--- config.mk ---
export PLATFORM = sky130hd
export DESIGN_NAME = markov_chain_sampler
export DESIGN_NICKNAME = d
export VERILOG_FILES = /design/src/hw/rtl/mcs_pkg.sv /design/src/hw/rtl/mcs_ram.sv /design/src/hw/rtl/mcs_div.sv /design/src/hw/rtl/markov_chain_sampler.sv
export SDC_FILE = /design/constraint.sdc
export NUM_CORES = 2
export LEC_CHECK = 0
export BUFFER_PORTS_ARGS = -buffer_cell sky130_fd_sc_hd__buf_2
export CORE_ASPECT_RATIO = 1.5
export CORE_MARGIN = 2
export CORE_UTILIZATION = 50
export DETAILED_ROUTE_END_ITERATION = 12
export MAX_ROUTING_LAYER = met4
export PLACE_DENSITY = 0.68
export SYNTH_ARGS = -nofsm -noshare
export SYNTH_HDL_FRONTEND = slang
export SYNTH_SLANG_ARGS = --single-unit
--- constraint.sdc ---
create_clock -name aclk -period 8.6 [get_ports aclk]
set_clock_uncertainty 0.15 [all_clocks]
set_input_delay 0.86 -clock aclk [delete_from_list [all_inputs] [get_ports aclk]]
set_output_delay 0.86 -clock aclk [all_outputs]
set_load 0.01 [all_outputs]
--- src/hw/rtl/mcs_pkg.sv ---
// ----------------------------------------------------------------------------
// mcs_pkg
// Types and constants of the Markov chain sampler.
// ----------------------------------------------------------------------------
package mcs_pkg;

    localparam int STATE_COUNT        = 4;
    localparam int PROB_FRACTION_BITS = 16;
    localparam int IDX_W   = 2;
    localparam int ADDR_W  = 2 * IDX_W;
    localparam int DEPTH   = STATE_COUNT * STATE_COUNT;
    localparam int PROB_W  = PROB_FRACTION_BITS + 1;
    localparam int SUM_W   = PROB_W + 3;
    localparam int NUM_W   = PROB_W + PROB_FRACTION_BITS;
    localparam int QUO_W   = NUM_W;
    localparam int CNT_W   = 10;
    localparam logic [PROB_W-1:0] UNIFORM_PROB = PROB_W'((1 << PROB_FRACTION_BITS) / STATE_COUNT);
    localparam logic [PROB_W-1:0] PROB_MAX     = {PROB_W{1'b1}};
    localparam logic [IDX_W-1:0]  LAST_STATE   = IDX_W'(STATE_COUNT - 1);

    localparam logic [1:0] KIND_LOAD   = 2'd0;
    localparam logic [1:0] KIND_SAMPLE = 2'd1;
    localparam logic [1:0] KIND_STEADY = 2'd2;

    typedef struct packed {
        logic [1:0]       kind;
        logic [1:0]       row_index;
        logic [1:0]       column_index;
        logic [15:0]      weight_value;
        logic             load_end;
        logic [1:0]       current_state;
        logic [15:0]      random_value;
        logic [CNT_W-1:0] iteration_count;
    } in_item_t;

    typedef struct packed {
        logic              result_kind;
        logic [1:0]        next_state;
        logic [1:0]        entry_index;
        logic [PROB_W-1:0] probability;
        logic              last;
    } out_item_t;

    typedef enum logic [3:0] {
        ST_IDLE,
        ST_SAMP,
        ST_NSUM,
        ST_NDIV,
        ST_NWR,
        ST_PINIT,
        ST_PMUL,
        ST_PCOPY,
        ST_EMIT
    } fsm_t;

    typedef struct packed {
        logic              start;
        logic [NUM_W-1:0]  num;
        logic [SUM_W-1:0]  den;
    } div_req_t;

endpackage

--- src/hw/rtl/mcs_ram.sv ---
// ----------------------------------------------------------------------------
// mcs_ram
// Generic single-port-write, single-port-read RAM with registered read.
// ----------------------------------------------------------------------------
module mcs_ram #(
    parameter int WIDTH = 17,
    parameter int DEPTH = 16
) (
    input  logic                     aclk,
    input  logic                     we,
    input  logic [$clog2(DEPTH)-1:0] waddr,
    input  logic [WIDTH-1:0]         wdata,
    input  logic [$clog2(DEPTH)-1:0] raddr,
    output logic [WIDTH-1:0]         rdata
);
    logic [WIDTH-1:0] mem [DEPTH];

    always_ff @(posedge aclk) begin
        if (we) mem[waddr] <= wdata;
        rdata <= mem[raddr];
    end
endmodule

--- src/hw/rtl/mcs_div.sv ---
// ----------------------------------------------------------------------------
// mcs_div
// Restoring divider, one quotient bit per cycle.
// ----------------------------------------------------------------------------
module mcs_div (
    input  logic                     aclk,
    input  logic                     aresetn,
    input  mcs_pkg::div_req_t        req,
    output logic                     done,
    output logic [mcs_pkg::QUO_W-1:0] quo
);
    localparam int NW = mcs_pkg::NUM_W;
    localparam int DW = mcs_pkg::SUM_W;

    logic [NW-1:0]          q_reg, q_next;
    logic [DW:0]            r_reg, r_next;
    logic [DW-1:0]          d_reg, d_next;
    logic [$clog2(NW+1)-1:0] n_reg, n_next;
    logic                   busy_reg, busy_next;
    logic                   done_reg, done_next;
    logic [DW:0]            sh;

    always_comb begin
        q_next = q_reg; r_next = r_reg; d_next = d_reg; n_next = n_reg;
        busy_next = busy_reg; done_next = 1'b0;
        sh = '0;
        if (req.start) begin
            q_next = req.num; r_next = '0; d_next = req.den;
            n_next = ($clog2(NW+1))'(NW); busy_next = 1'b1;
        end else if (busy_reg) begin
            sh = {r_reg[DW-1:0], q_reg[NW-1]};
            if (sh >= {1'b0, d_reg}) begin
                r_next = sh - {1'b0, d_reg};
                q_next = {q_reg[NW-2:0], 1'b1};
            end else begin
                r_next = sh;
                q_next = {q_reg[NW-2:0], 1'b0};
            end
            n_next = n_reg - 1'b1;
            if (n_reg == 1) begin
                busy_next = 1'b0;
                done_next = 1'b1;
            end
        end
    end

    always_ff @(posedge aclk) begin
        if (!aresetn) begin
            busy_reg <= 1'b0;
            done_reg <= 1'b0;
        end else begin
            busy_reg <= busy_next;
            done_reg <= done_next;
        end
        q_reg <= q_next; r_reg <= r_next; d_reg <= d_next; n_reg <= n_next;
    end

    assign done = done_reg;
    assign quo  = q_reg;
endmodule

--- src/hw/rtl/markov_chain_sampler.sv ---
// ----------------------------------------------------------------------------
// markov_chain_sampler
// Transition table in a synchronous RAM; sampling, row normalisation and
// power iteration by a sequencer with one multiplier and a serial divider.
// ----------------------------------------------------------------------------
//  channel | direction | content
//  s_      | in        | in_item_t: load, sample or steady-state request
//  m_      | out       | out_item_t: sampled state or distribution entry
//
//  A load writes one table entry; a sample adds up its row's weights from column 0 until
//  the random value is reached or the last column is read. The last load also normalises
//  every row. A steady-state item runs the power iterations, then emits one entry per state.
//  After reset the table valid bits read as uniform rows.
//  Results wait in an output register; no item is taken until it is free.
module markov_chain_sampler (
    input  logic               aclk,
    input  logic               aresetn,
    input  logic               s_valid,
    output logic               s_ready,
    input  mcs_pkg::in_item_t  s_data,
    output logic               m_valid,
    input  logic               m_ready,
    output mcs_pkg::out_item_t m_data
);
    localparam int N  = mcs_pkg::STATE_COUNT;
    localparam int IW = mcs_pkg::IDX_W;
    localparam int AW = mcs_pkg::ADDR_W;
    localparam int PW = mcs_pkg::PROB_W;
    localparam int SW = mcs_pkg::SUM_W;
    localparam int FB = mcs_pkg::PROB_FRACTION_BITS;

    mcs_pkg::fsm_t state_reg, state_next;
    mcs_pkg::in_item_t item_reg, item_next;

    logic [mcs_pkg::DEPTH-1:0] vld_reg, vld_next;
    logic          we;
    logic [AW-1:0] waddr, raddr;
    logic [PW-1:0] wdata, rdata, rword;

    logic [IW-1:0] row_reg, row_next, col_reg, col_next;
    logic          rd_reg, rd_next;
    logic [SW-1:0] sum_reg, sum_next;
    logic [SW-1:0] cum_reg, cum_next;
    logic [mcs_pkg::CNT_W-1:0] it_reg, it_next;
    logic [PW-1:0] dist_reg [N];
    logic [PW-1:0] dnext_reg [N];
    logic [PW-1:0] dist_next [N];
    logic [PW-1:0] dnx_next [N];
    logic [PW-1:0] prod_reg, prod_next;
    logic          pv_reg, pv_next;
    logic [IW-1:0] pcol_reg, pcol_next;

    logic          ov_reg, ov_next;
    mcs_pkg::out_item_t od_reg, od_next;

    mcs_pkg::div_req_t dreq;
    logic          ddone;
    logic [mcs_pkg::QUO_W-1:0] dquo;
    logic [2*PW-1:0] mul;
    logic [SW:0]   acc;
    logic [PW:0]   sadd;
    logic [IW-1:0] cur;

    mcs_ram #(.WIDTH(PW), .DEPTH(mcs_pkg::DEPTH)) u_table (
        .aclk(aclk), .we(we), .waddr(waddr), .wdata(wdata),
        .raddr(raddr), .rdata(rdata)
    );

    mcs_div u_div (.aclk(aclk), .aresetn(aresetn), .req(dreq), .done(ddone), .quo(dquo));

    logic vld_rd_reg;
    always_ff @(posedge aclk) vld_rd_reg <= vld_reg[raddr];
    assign rword = vld_rd_reg ? rdata : mcs_pkg::UNIFORM_PROB;

    assign s_ready = (state_reg == mcs_pkg::ST_IDLE) && !ov_reg;
    assign m_valid = ov_reg;
    assign m_data  = od_reg;
    assign cur = (s_data.current_state > mcs_pkg::LAST_STATE) ? mcs_pkg::LAST_STATE
                                                             : s_data.current_state;

    // next state
    always_comb begin
        state_next = state_reg;
        case (state_reg)
            mcs_pkg::ST_IDLE:
                if (s_valid && s_ready) begin
                    if (s_data.kind == mcs_pkg::KIND_LOAD && s_data.load_end)
                        state_next = mcs_pkg::ST_NSUM;
                    else if (s_data.kind == mcs_pkg::KIND_SAMPLE)
                        state_next = mcs_pkg::ST_SAMP;
                    else if (s_data.kind == mcs_pkg::KIND_STEADY)
                        state_next = mcs_pkg::ST_PINIT;
                end
            mcs_pkg::ST_SAMP:
                if (rd_reg && (((SW+1)'(item_reg.random_value) <= acc) ||
                               col_reg == mcs_pkg::LAST_STATE))
                    state_next = mcs_pkg::ST_IDLE;
            mcs_pkg::ST_NSUM:
                if (rd_reg && col_reg == mcs_pkg::LAST_STATE) state_next = mcs_pkg::ST_NDIV;
            mcs_pkg::ST_NDIV:
                if (sum_reg == '0 || ddone) state_next = mcs_pkg::ST_NWR;
            mcs_pkg::ST_NWR:
                if (col_reg == mcs_pkg::LAST_STATE)
                    state_next = (row_reg == mcs_pkg::LAST_STATE) ? mcs_pkg::ST_IDLE
                                                                  : mcs_pkg::ST_NSUM;
                else state_next = mcs_pkg::ST_NDIV;
            mcs_pkg::ST_PINIT:
                state_next = (it_reg == '0) ? mcs_pkg::ST_EMIT : mcs_pkg::ST_PMUL;
            mcs_pkg::ST_PMUL:
                if (pv_reg && pcol_reg == mcs_pkg::LAST_STATE && row_reg == mcs_pkg::LAST_STATE
                    && !rd_reg)
                    state_next = mcs_pkg::ST_PCOPY;
            mcs_pkg::ST_PCOPY:
                state_next = (it_reg == 1) ? mcs_pkg::ST_EMIT : mcs_pkg::ST_PMUL;
            mcs_pkg::ST_EMIT:
                if (!ov_reg && row_reg == mcs_pkg::LAST_STATE) state_next = mcs_pkg::ST_IDLE;
            default: state_next = mcs_pkg::ST_IDLE;
        endcase
    end

    // datapath
    always_comb begin
        item_next = item_reg; vld_next = vld_reg;
        row_next = row_reg; col_next = col_reg; rd_next = 1'b0;
        sum_next = sum_reg; cum_next = cum_reg; it_next = it_reg;
        prod_next = prod_reg; pv_next = 1'b0; pcol_next = pcol_reg;
        ov_next = ov_reg; od_next = od_reg;
        dist_next = dist_reg; dnx_next = dnext_reg;
        we = 1'b0; waddr = {row_reg, col_reg}; wdata = '0;
        raddr = {row_reg, col_reg};
        dreq = '0;
        acc = {1'b0, cum_reg} + (SW+1)'(rword);
        mul = dist_reg[row_reg] * rword;
        sadd = {1'b0, dnext_reg[pcol_reg]} + {1'b0, prod_reg};
        if (ov_reg && m_ready) ov_next = 1'b0;
        case (state_reg)
            mcs_pkg::ST_IDLE:
                if (s_valid && s_ready) begin
                    item_next = s_data;
                    row_next = '0; col_next = '0; cum_next = '0; sum_next = sum_reg;
                    it_next = s_data.iteration_count;
                    if (s_data.kind == mcs_pkg::KIND_LOAD) begin
                        we = 1'b1;
                        waddr = {s_data.row_index, s_data.column_index};
                        wdata = PW'(s_data.weight_value);
                        vld_next[waddr] = 1'b1;
                        sum_next = '0;
                    end else if (s_data.kind == mcs_pkg::KIND_SAMPLE) begin
                        row_next = cur;
                        raddr = {cur, IW'(0)};
                        rd_next = 1'b1;
                    end
                end
            mcs_pkg::ST_SAMP: begin
                raddr = {row_reg, col_reg + 1'b1};
                if (rd_reg) begin
                    cum_next = acc[SW-1:0];
                    if (((SW+1)'(item_reg.random_value) <= acc) ||
                        col_reg == mcs_pkg::LAST_STATE) begin
                        ov_next = 1'b1;
                        od_next = '{result_kind: 1'b0, next_state: col_reg,
                                    entry_index: '0, probability: '0, last: 1'b1};
                    end else begin
                        col_next = col_reg + 1'b1;
                        rd_next = 1'b1;
                    end
                end
            end
            mcs_pkg::ST_NSUM: begin
                if (!rd_reg && col_reg == '0 && sum_reg == '0 && cum_reg == '0) begin
                    raddr = {row_reg, IW'(0)};
                    rd_next = 1'b1;
                    cum_next = SW'(1);
                end else if (rd_reg) begin
                    sum_next = sum_reg + SW'(rword);
                    if (col_reg == mcs_pkg::LAST_STATE) begin
                        col_next = '0; cum_next = '0;
                    end else begin
                        col_next = col_reg + 1'b1;
                        raddr = {row_reg, col_reg + 1'b1};
                        rd_next = 1'b1;
                    end
                end
            end
            mcs_pkg::ST_NDIV: begin
                raddr = {row_reg, col_reg};
                if (!rd_reg && !pv_reg && cum_reg == '0) begin
                    rd_next = 1'b1; cum_next = SW'(1);
                end else if (rd_reg) begin
                    dreq.start = (sum_reg != '0);
                    dreq.num = {rword, FB'(0)};
                    dreq.den = sum_reg;
                end
                if (ddone) prod_next = (dquo > mcs_pkg::QUO_W'(mcs_pkg::PROB_MAX))
                                       ? mcs_pkg::PROB_MAX : dquo[PW-1:0];
                pv_next = 1'b0;
            end
            mcs_pkg::ST_NWR: begin
                we = 1'b1;
                waddr = {row_reg, col_reg};
                wdata = (sum_reg == '0) ? mcs_pkg::UNIFORM_PROB : prod_reg;
                vld_next[waddr] = 1'b1;
                cum_next = '0;
                if (col_reg == mcs_pkg::LAST_STATE) begin
                    col_next = '0;
                    row_next = row_reg + 1'b1;
                    sum_next = '0;
                end else col_next = col_reg + 1'b1;
            end
            mcs_pkg::ST_PINIT: begin
                for (int k = 0; k < N; k++) begin
                    dist_next[k] = mcs_pkg::UNIFORM_PROB;
                    dnx_next[k] = '0;
                end
                row_next = '0; col_next = '0;
                raddr = '0;
                rd_next = (it_reg != '0);
            end
            mcs_pkg::ST_PMUL: begin
                if (pv_reg)
                    dnx_next[pcol_reg] = sadd[PW] ? mcs_pkg::PROB_MAX : sadd[PW-1:0];
                if (rd_reg) begin
                    prod_next = mul[FB+PW-1:FB];
                    pv_next = 1'b1;
                    pcol_next = col_reg;
                    if (!(row_reg == mcs_pkg::LAST_STATE && col_reg == mcs_pkg::LAST_STATE)) begin
                        col_next = col_reg + 1'b1;
                        if (col_reg == mcs_pkg::LAST_STATE) row_next = row_reg + 1'b1;
                        raddr = (col_reg == mcs_pkg::LAST_STATE) ? {row_reg + 1'b1, IW'(0)}
                                                                : {row_reg, col_reg + 1'b1};
                        rd_next = 1'b1;
                    end
                end
            end
            mcs_pkg::ST_PCOPY: begin
                for (int k = 0; k < N; k++) begin
                    dist_next[k] = dnext_reg[k];
                    dnx_next[k] = '0;
                end
                it_next = it_reg - 1'b1;
                row_next = '0; col_next = '0;
                raddr = '0;
                rd_next = (it_reg != 1);
                if (it_reg == 1) row_next = '0;
            end
            mcs_pkg::ST_EMIT:
                if (!ov_reg) begin
                    ov_next = 1'b1;
                    od_next = '{result_kind: 1'b1, next_state: '0, entry_index: row_reg,
                                probability: dist_reg[row_reg],
                                last: row_reg == mcs_pkg::LAST_STATE};
                    row_next = row_reg + 1'b1;
                end
            default: ;
        endcase
    end

    always_ff @(posedge aclk) begin
        if (!aresetn) begin
            state_reg <= mcs_pkg::ST_IDLE;
            vld_reg <= '0;
            ov_reg <= 1'b0;
            rd_reg <= 1'b0;
            pv_reg <= 1'b0;
            sum_reg <= '0;
            cum_reg <= '0;
        end else begin
            state_reg <= state_next;
            vld_reg <= vld_next;
            ov_reg <= ov_next;
            rd_reg <= rd_next;
            pv_reg <= pv_next;
            sum_reg <= sum_next;
            cum_reg <= cum_next;
        end
        item_reg <= item_next;
        row_reg <= row_next; col_reg <= col_next;
        it_reg <= it_next; prod_reg <= prod_next; pcol_reg <= pcol_next;
        od_reg <= od_next;
        dist_reg <= dist_next; dnext_reg <= dnx_next;
    end
endmodule
# Word-level counts from Yosys, hierarchy flattened
# Memory sizes are Yosys's and may differ from the RTL's. A register that Yosys moved wholly into a read port is not among the register bits.
# Index checks and enable logic that the tools add are counted.
classes:
  reduce_logical: 59
  n_eq_ne: 38
  n_lt_le_gt_ge: 12
  n_mul: 1
  add_sub_neg: 8
  bitwise: 8
  muxes: 128
op_table:
  columns: ["op", "n"]
  rows:
  - ["case mux 68 bit (2 select lines)", 2]
  - ["two-way mux 20 bit", 11]
  - ["two-way mux 17 bit", 11]
  - ["two-way mux 54 bit", 3]
  - ["case mux 20 bit (5 select lines)", 1]
  - ["two-way mux 4 bit", 20]
  - ["two-way mux 23 bit", 3]
  - ["binary-select mux 17 bit (select 2 bit)", 2]
  - ["bitwise mux 68 bit", 1]
  - ["two-way mux 68 bit", 1]
  - ["case mux 17 bit (2 select lines)", 2]
  - ["two-way mux 33 bit", 2]
  - ["two-way mux 16 bit", 4]
  - ["case mux 20 bit (3 select lines)", 1]
  - ["case mux 23 bit (2 select lines)", 1]
  - ["two-way mux 2 bit", 21]
  - ["zero test 20 bit", 2]
  - ["case mux 4 bit (9 select lines)", 1]
  - ["demux 17 bit (select 2 bit)", 1]
  - ["greater-than comparator 33 x 17 -> 1 bit (second input constant)", 1]
  - ["multiplier 17 x 17 -> 33 bit", 1]
  - ["inequality test 2 bit (second input constant)", 16]
  - ["OR 16 bit", 2]
  - ["case mux 16 bit (2 select lines)", 1]
  - ["other kinds (59)", 143]
totals:
  word_cells: 288
  in_bits: 55
  ramBits: 272
  mem_count: 1
  out_inout_bits: 25
  reg_bits: 353
memory_table:
  columns: ["memory", "words", "word_bits", "rd", "rd_clocked_by_memory_dff", "write_ports", "line_no", "rtl"]
  rows:
  - ["u_table.mem", 16, 17, 1, 1, 1, "mcs_ram.sv:16", "logic [WIDTH-1:0] mem [DEPTH];"]

# Logic depth before layout (Yosys ltp)
depth:
  ltp_word: 9
  ltp_mapped: 29
  depth_no_buf: 25

# By module
# A second synthesis with hierarchy kept.
unflattened:
  cells_unflattened: 3466
  hier_area_um2: 39551.7
by_module_without_submodules:
  columns: ["mod", "area_each_um2", "instances", "cells_per_inst", "seq_area_each_um2"]
  rows:
  - ["markov_chain_sampler", 24583.6, 1, 2616, 7527.2]
  - ["mcs_ram", 10637.7, 1, 458, 8508.2]
  - ["mcs_div", 4330.4, 1, 392, 2152.1]

# Worst setup path before layout
# No wires, ideal clock.
synth_timing:
  path_kind: "register to register"
  from: "register row_reg[0]"
  to: "register prod_reg[16] (data pin)"
  required_ns: 8.196
  setup_slack_ns: 0.564
  t_arrival_ns: 7.632
  stages_incl_launch_ff: 27
  synth_period_minus_slack_ns: 8.036
  setup_time_ns: 0.254
  n_path_buf: 4
  cell_sequence: "edfxtp_1 -> clkbuf_1 -> buf_2 -> buf_2 -> buf_1 -> mux2_2 -> o21ai_1 -> nor2_1 -> fa_1 -> inv_1 -> fa_1 -> fa_1 -> fa_1 -> inv_1 -> fa_1 -> inv_1 -> fa_1 -> inv_1 -> ha_1 -> nand4_1 -> a211oi_1 -> a221oi_1 -> o21ai_0 -> a31oi_1 -> o31ai_1 -> a21boi_0 -> o21a_1"
synth_via:
  elab_chain_len: 7
synth_lines:
  columns: ["element", "line_no", "rtl"]
  rows:
  - ["start, declared", "markov_chain_sampler.sv:40", "logic [IW-1:0] row_reg, row_next, col_reg, col_next;"]
  - ["start signal, assigned", "markov_chain_sampler.sv:277", "row_reg <= row_next; col_reg <= col_next;"]
  - ["NOT 2 -> 3 bit (implied by the code)", "markov_chain_sampler.sv:133", "mul = dist_reg[row_reg] * rword;"]
  - ["binary-select mux 17 bit (select 2 bit)", "markov_chain_sampler.sv:133", null]
  - ["two-way mux 17 bit (implied by the code) (2 in a row)", "markov_chain_sampler.sv:133", null]
  - ["multiplier 17 x 17 -> 33 bit", "markov_chain_sampler.sv:133", null]
  - ["two-way mux 17 bit", "markov_chain_sampler.sv:222", "if (rd_reg) begin"]
  - ["case mux 17 bit (2 select lines)", "markov_chain_sampler.sv:136", "case (state_reg)"]
  - ["via prod_next[16]", "markov_chain_sampler.sv:49", "logic [PW-1:0] prod_reg, prod_next;"]
  - ["end signal, assigned", "markov_chain_sampler.sv:278", "it_reg <= it_next; prod_reg <= prod_next; pcol_reg <= pcol_next;"]
  - ["end, declared", "markov_chain_sampler.sv:49", null]
# The timed path passes the listed nets, and every way through them passes these cells. The select of a mux whose other input is x is not followed.
# A chain may end at the register's enable or synchronous reset.

# Worst setup path in the final report
layout_timing:
  from: "register row_reg[1]"
  to: "register prod_reg[16] (data pin)"
# Same word-level chain as after synthesis.

==> results.toml <==
[synth]
synth-xor-area-share_pct = 1.61
synth_top_area_cell = "edfxtp_1"
post_synth_fa_ha_maj_area_fraction_pct = 17.5
synthSimpleGateAreaFrac_pct = 13.7
netlist_instances = 3743
netlist-cell-type-count = 90
synth_compound_area_share_pct = 13.3
synth_top_family_by_area = "adder cells"
synth_fp_nets = 4226
synthTopCellsByArea = "edfxtp_1, fa_1, ha_1"
synthFlopType = "edfxtp_1"
synth_mux_area_share_pct = 3.30
synth-seq-cells = 642
yosys.area.top_type_share_pct = 39.7
ys_warn_count = 0
syn_area_mm2 = 0.0403
avgSynthCellArea_um2 = 10.8
seq_area_frac_synth_pct = 45.1
synth-async-reset-ratio_pct = 0
synth-edff-count = 533

[floorplanning]
num_io_pins = 80
row_count = 127
start_util_pct = 50.5
die_x_um = 236
die-area_mm2 = 0.0830
die_y_um = 352
coreArea_mm2 = 0.0799

[grt]
met2_usage_pct = 50.9
top_usage_layer = "met2"
met3_usage_pct = 5.35
grtUsageTotal_pct = 30.3
grt_pass1_wl_um = 183000
use_met1_pct = 33.7
grt_max_degree = 95
grt_pass1_vias = 30100
grt-ovfl-total = 0
antenna_found_initial = 7

[placed_design]
globalplace.congestion = 1.02
dp_hpwl_um = 86800
io_buffer_count = 79

[cts]
cts_tree = "done"
clock_sinks = 642
tritoncts.num_buffers = 67
ctsResizeCount = 0
root_buffer = "clkbuf_16"
holdBufCountCts = 0
clk_pin_slew_ps = 60
htree_levels = 3
clockBufferDepth = 3
cts_setup_buffers = 0
insertion_delay_ps = 650

[timing]
drv_slew = 0
fin_crit_sh_pct = 92.1
fmax_mhz = 126
hold_violations = 0
period_needed_ps = 7920
setup_tns_ps = 0
whs_ps = 236
finalSetupViolations = 0
relSlewSlack_pct = 18.2
tightest_slew_ps = 1220
rsz0062_at_grt = "no"

[routing]
drt_iter0_drc = 2536
drt_first_pass_iters = 6
ant_nets = 0
drc = 0
wirelength_um = 121000
dr_total_vias = 30200
vias_per_cell = 6.18
wl_per_cell_um = 24.9

[cells_and_area]
largest_reg_flops = 272
drive_gt1_share_pct = 11.0
nets = 4277
syn_to_final_growth_pct = 10.1

[critical_path]
critPathRequiredTime_ps = 8850
r2r_cells = 22
startpoint = "row_reg[1]"
endpoint_kind = "flip-flop"
crit_path_cell_trace = "mux4_2, and2_1, fa_1, inv_1, fa_1, fa_1, inv_1, fa_1, fa_1, inv_1, fa_1, inv_1, ha_1, nand4_1, a211oi_1, a221oi_1, buf_4, o21ai_0, a31oi_1, o31ai_1, a21boi_0, o21a_1"
crit_top_cell = "fa_1"
r2r_end = "prod_reg[16]"
regToRegStartpoint = "row_reg[1]"
cpLargestDelayFamily = "adder cells"
critPathKind = "reg2reg"
endpoint = "prod_reg[16]"
path_max_fanout = 18
cpMaxStageDelayCell = "edfxtp_1"
worstSetupPathDepth = 22
worst_ep_arrival_time_ps = 8180
start_kind = "flip-flop"
cpPeakStageDelay_ps = 820
ff2ff_setup_slack_ps = 680
worst-path-buf-inv = 5

[worst_hold_path]
hp-class = "in2reg"

[flow_run]
maxCapViolations = 0

[outcome]
run_status = "finished clean"
[through the flow]
stage / area [um^2] / setup slack [ps] / util (%) / std cells
6_report: 44400 / 677 / 55.6 / 4885
5_1_grt: 44400 / 368 / 55.5 / 4884
4_1_cts: 44400 / 703 / 55.5 / 4878
3_5_place_dp: 42100 / 710 / 52.7 / 4757
3_3_place_gp: 42100 / 767 / 52.7 / 4757
2_1_floorplan: 40300 / 564 / - / 3743
[layer usage]
| layer | routed length, um | vias to the layer above |
|---|---|---|
| li1 | - | 13500 |
| met1 | 44700 | 15000 |
| met2 | 59600 | 1294 |
| met3 | 8650 | 416 |
| met4 | 8620 | 0 |
| met5 | 0 | - |
[Yosys cell counts (all sizes together) (27+ instances only)]
cell type and instances:
inv 360, edfxtp 533, o22ai 31, xnor2 47, nor3 46, a21boi 39
nand4 30, a21o 34, dfxtp 109, mux2 30, and3 157, mux2i 43
nand3 45, buf 47, a21oi 174, and2 69, nor4 33, nor2 298
xor2 27, ha 203, nand2 359, a22o 28, clkbuf 164, a211oi 78
o21ai 138, fa 225
[how the worst min path moves through the flow]
stage | from | to | slack [ps] | depth (start not counted)
CTS | s_data[22] | item_reg[22] | 210 | 1
global route | s_data[22] | item_reg[22] | 220 | 1
floorplan | vld_reg[2] | vld_reg[2] | 290 | 2
finish | s_data[21] | item_reg[21] | 240 | 1
global placement | vld_reg[2] | vld_reg[2] | 310 | 2
detailed placement | vld_reg[9] | vld_reg[9] | 310 | 2
[logic make-up after synthesis]
family	after synthesis
flops	642
fa+ha+maj	428
xor+xnor	74
simple gates	1147
buf+inv	576
mux	98
compound gates	778
[layout make-up]
cell class,count,area (um^2)
clock inverter,41,480
timing repair buffer,193,1250
tap,1032,1290
multi-input combinational,2525,20000
clock buffer,80,1780
inverter,365,1370
antenna,7,17.5
sequential,642,18200
fill,6891,35500
[placed cells by master (no fill, tap or decap), drive strengths merged, types with 31 or more instances in the layout]
cell type	instances
clkinv	33
a21boi	39
a21o	34
buf	193
nor3	46
nand3	45
and2	69
fa	225
xnor2	47
inv	365
clkbuf	80
nor2	298
nor4	33
and3	157
o21ai	138
mux2i	43
dfxtp	109
edfxtp	533
o22ai	31
a21oi	174
nand2	359
ha	203
a211oi	78
Power is not shown: default switching activity piles up to over one toggle a cycle in this logic, so the estimate is an artifact.
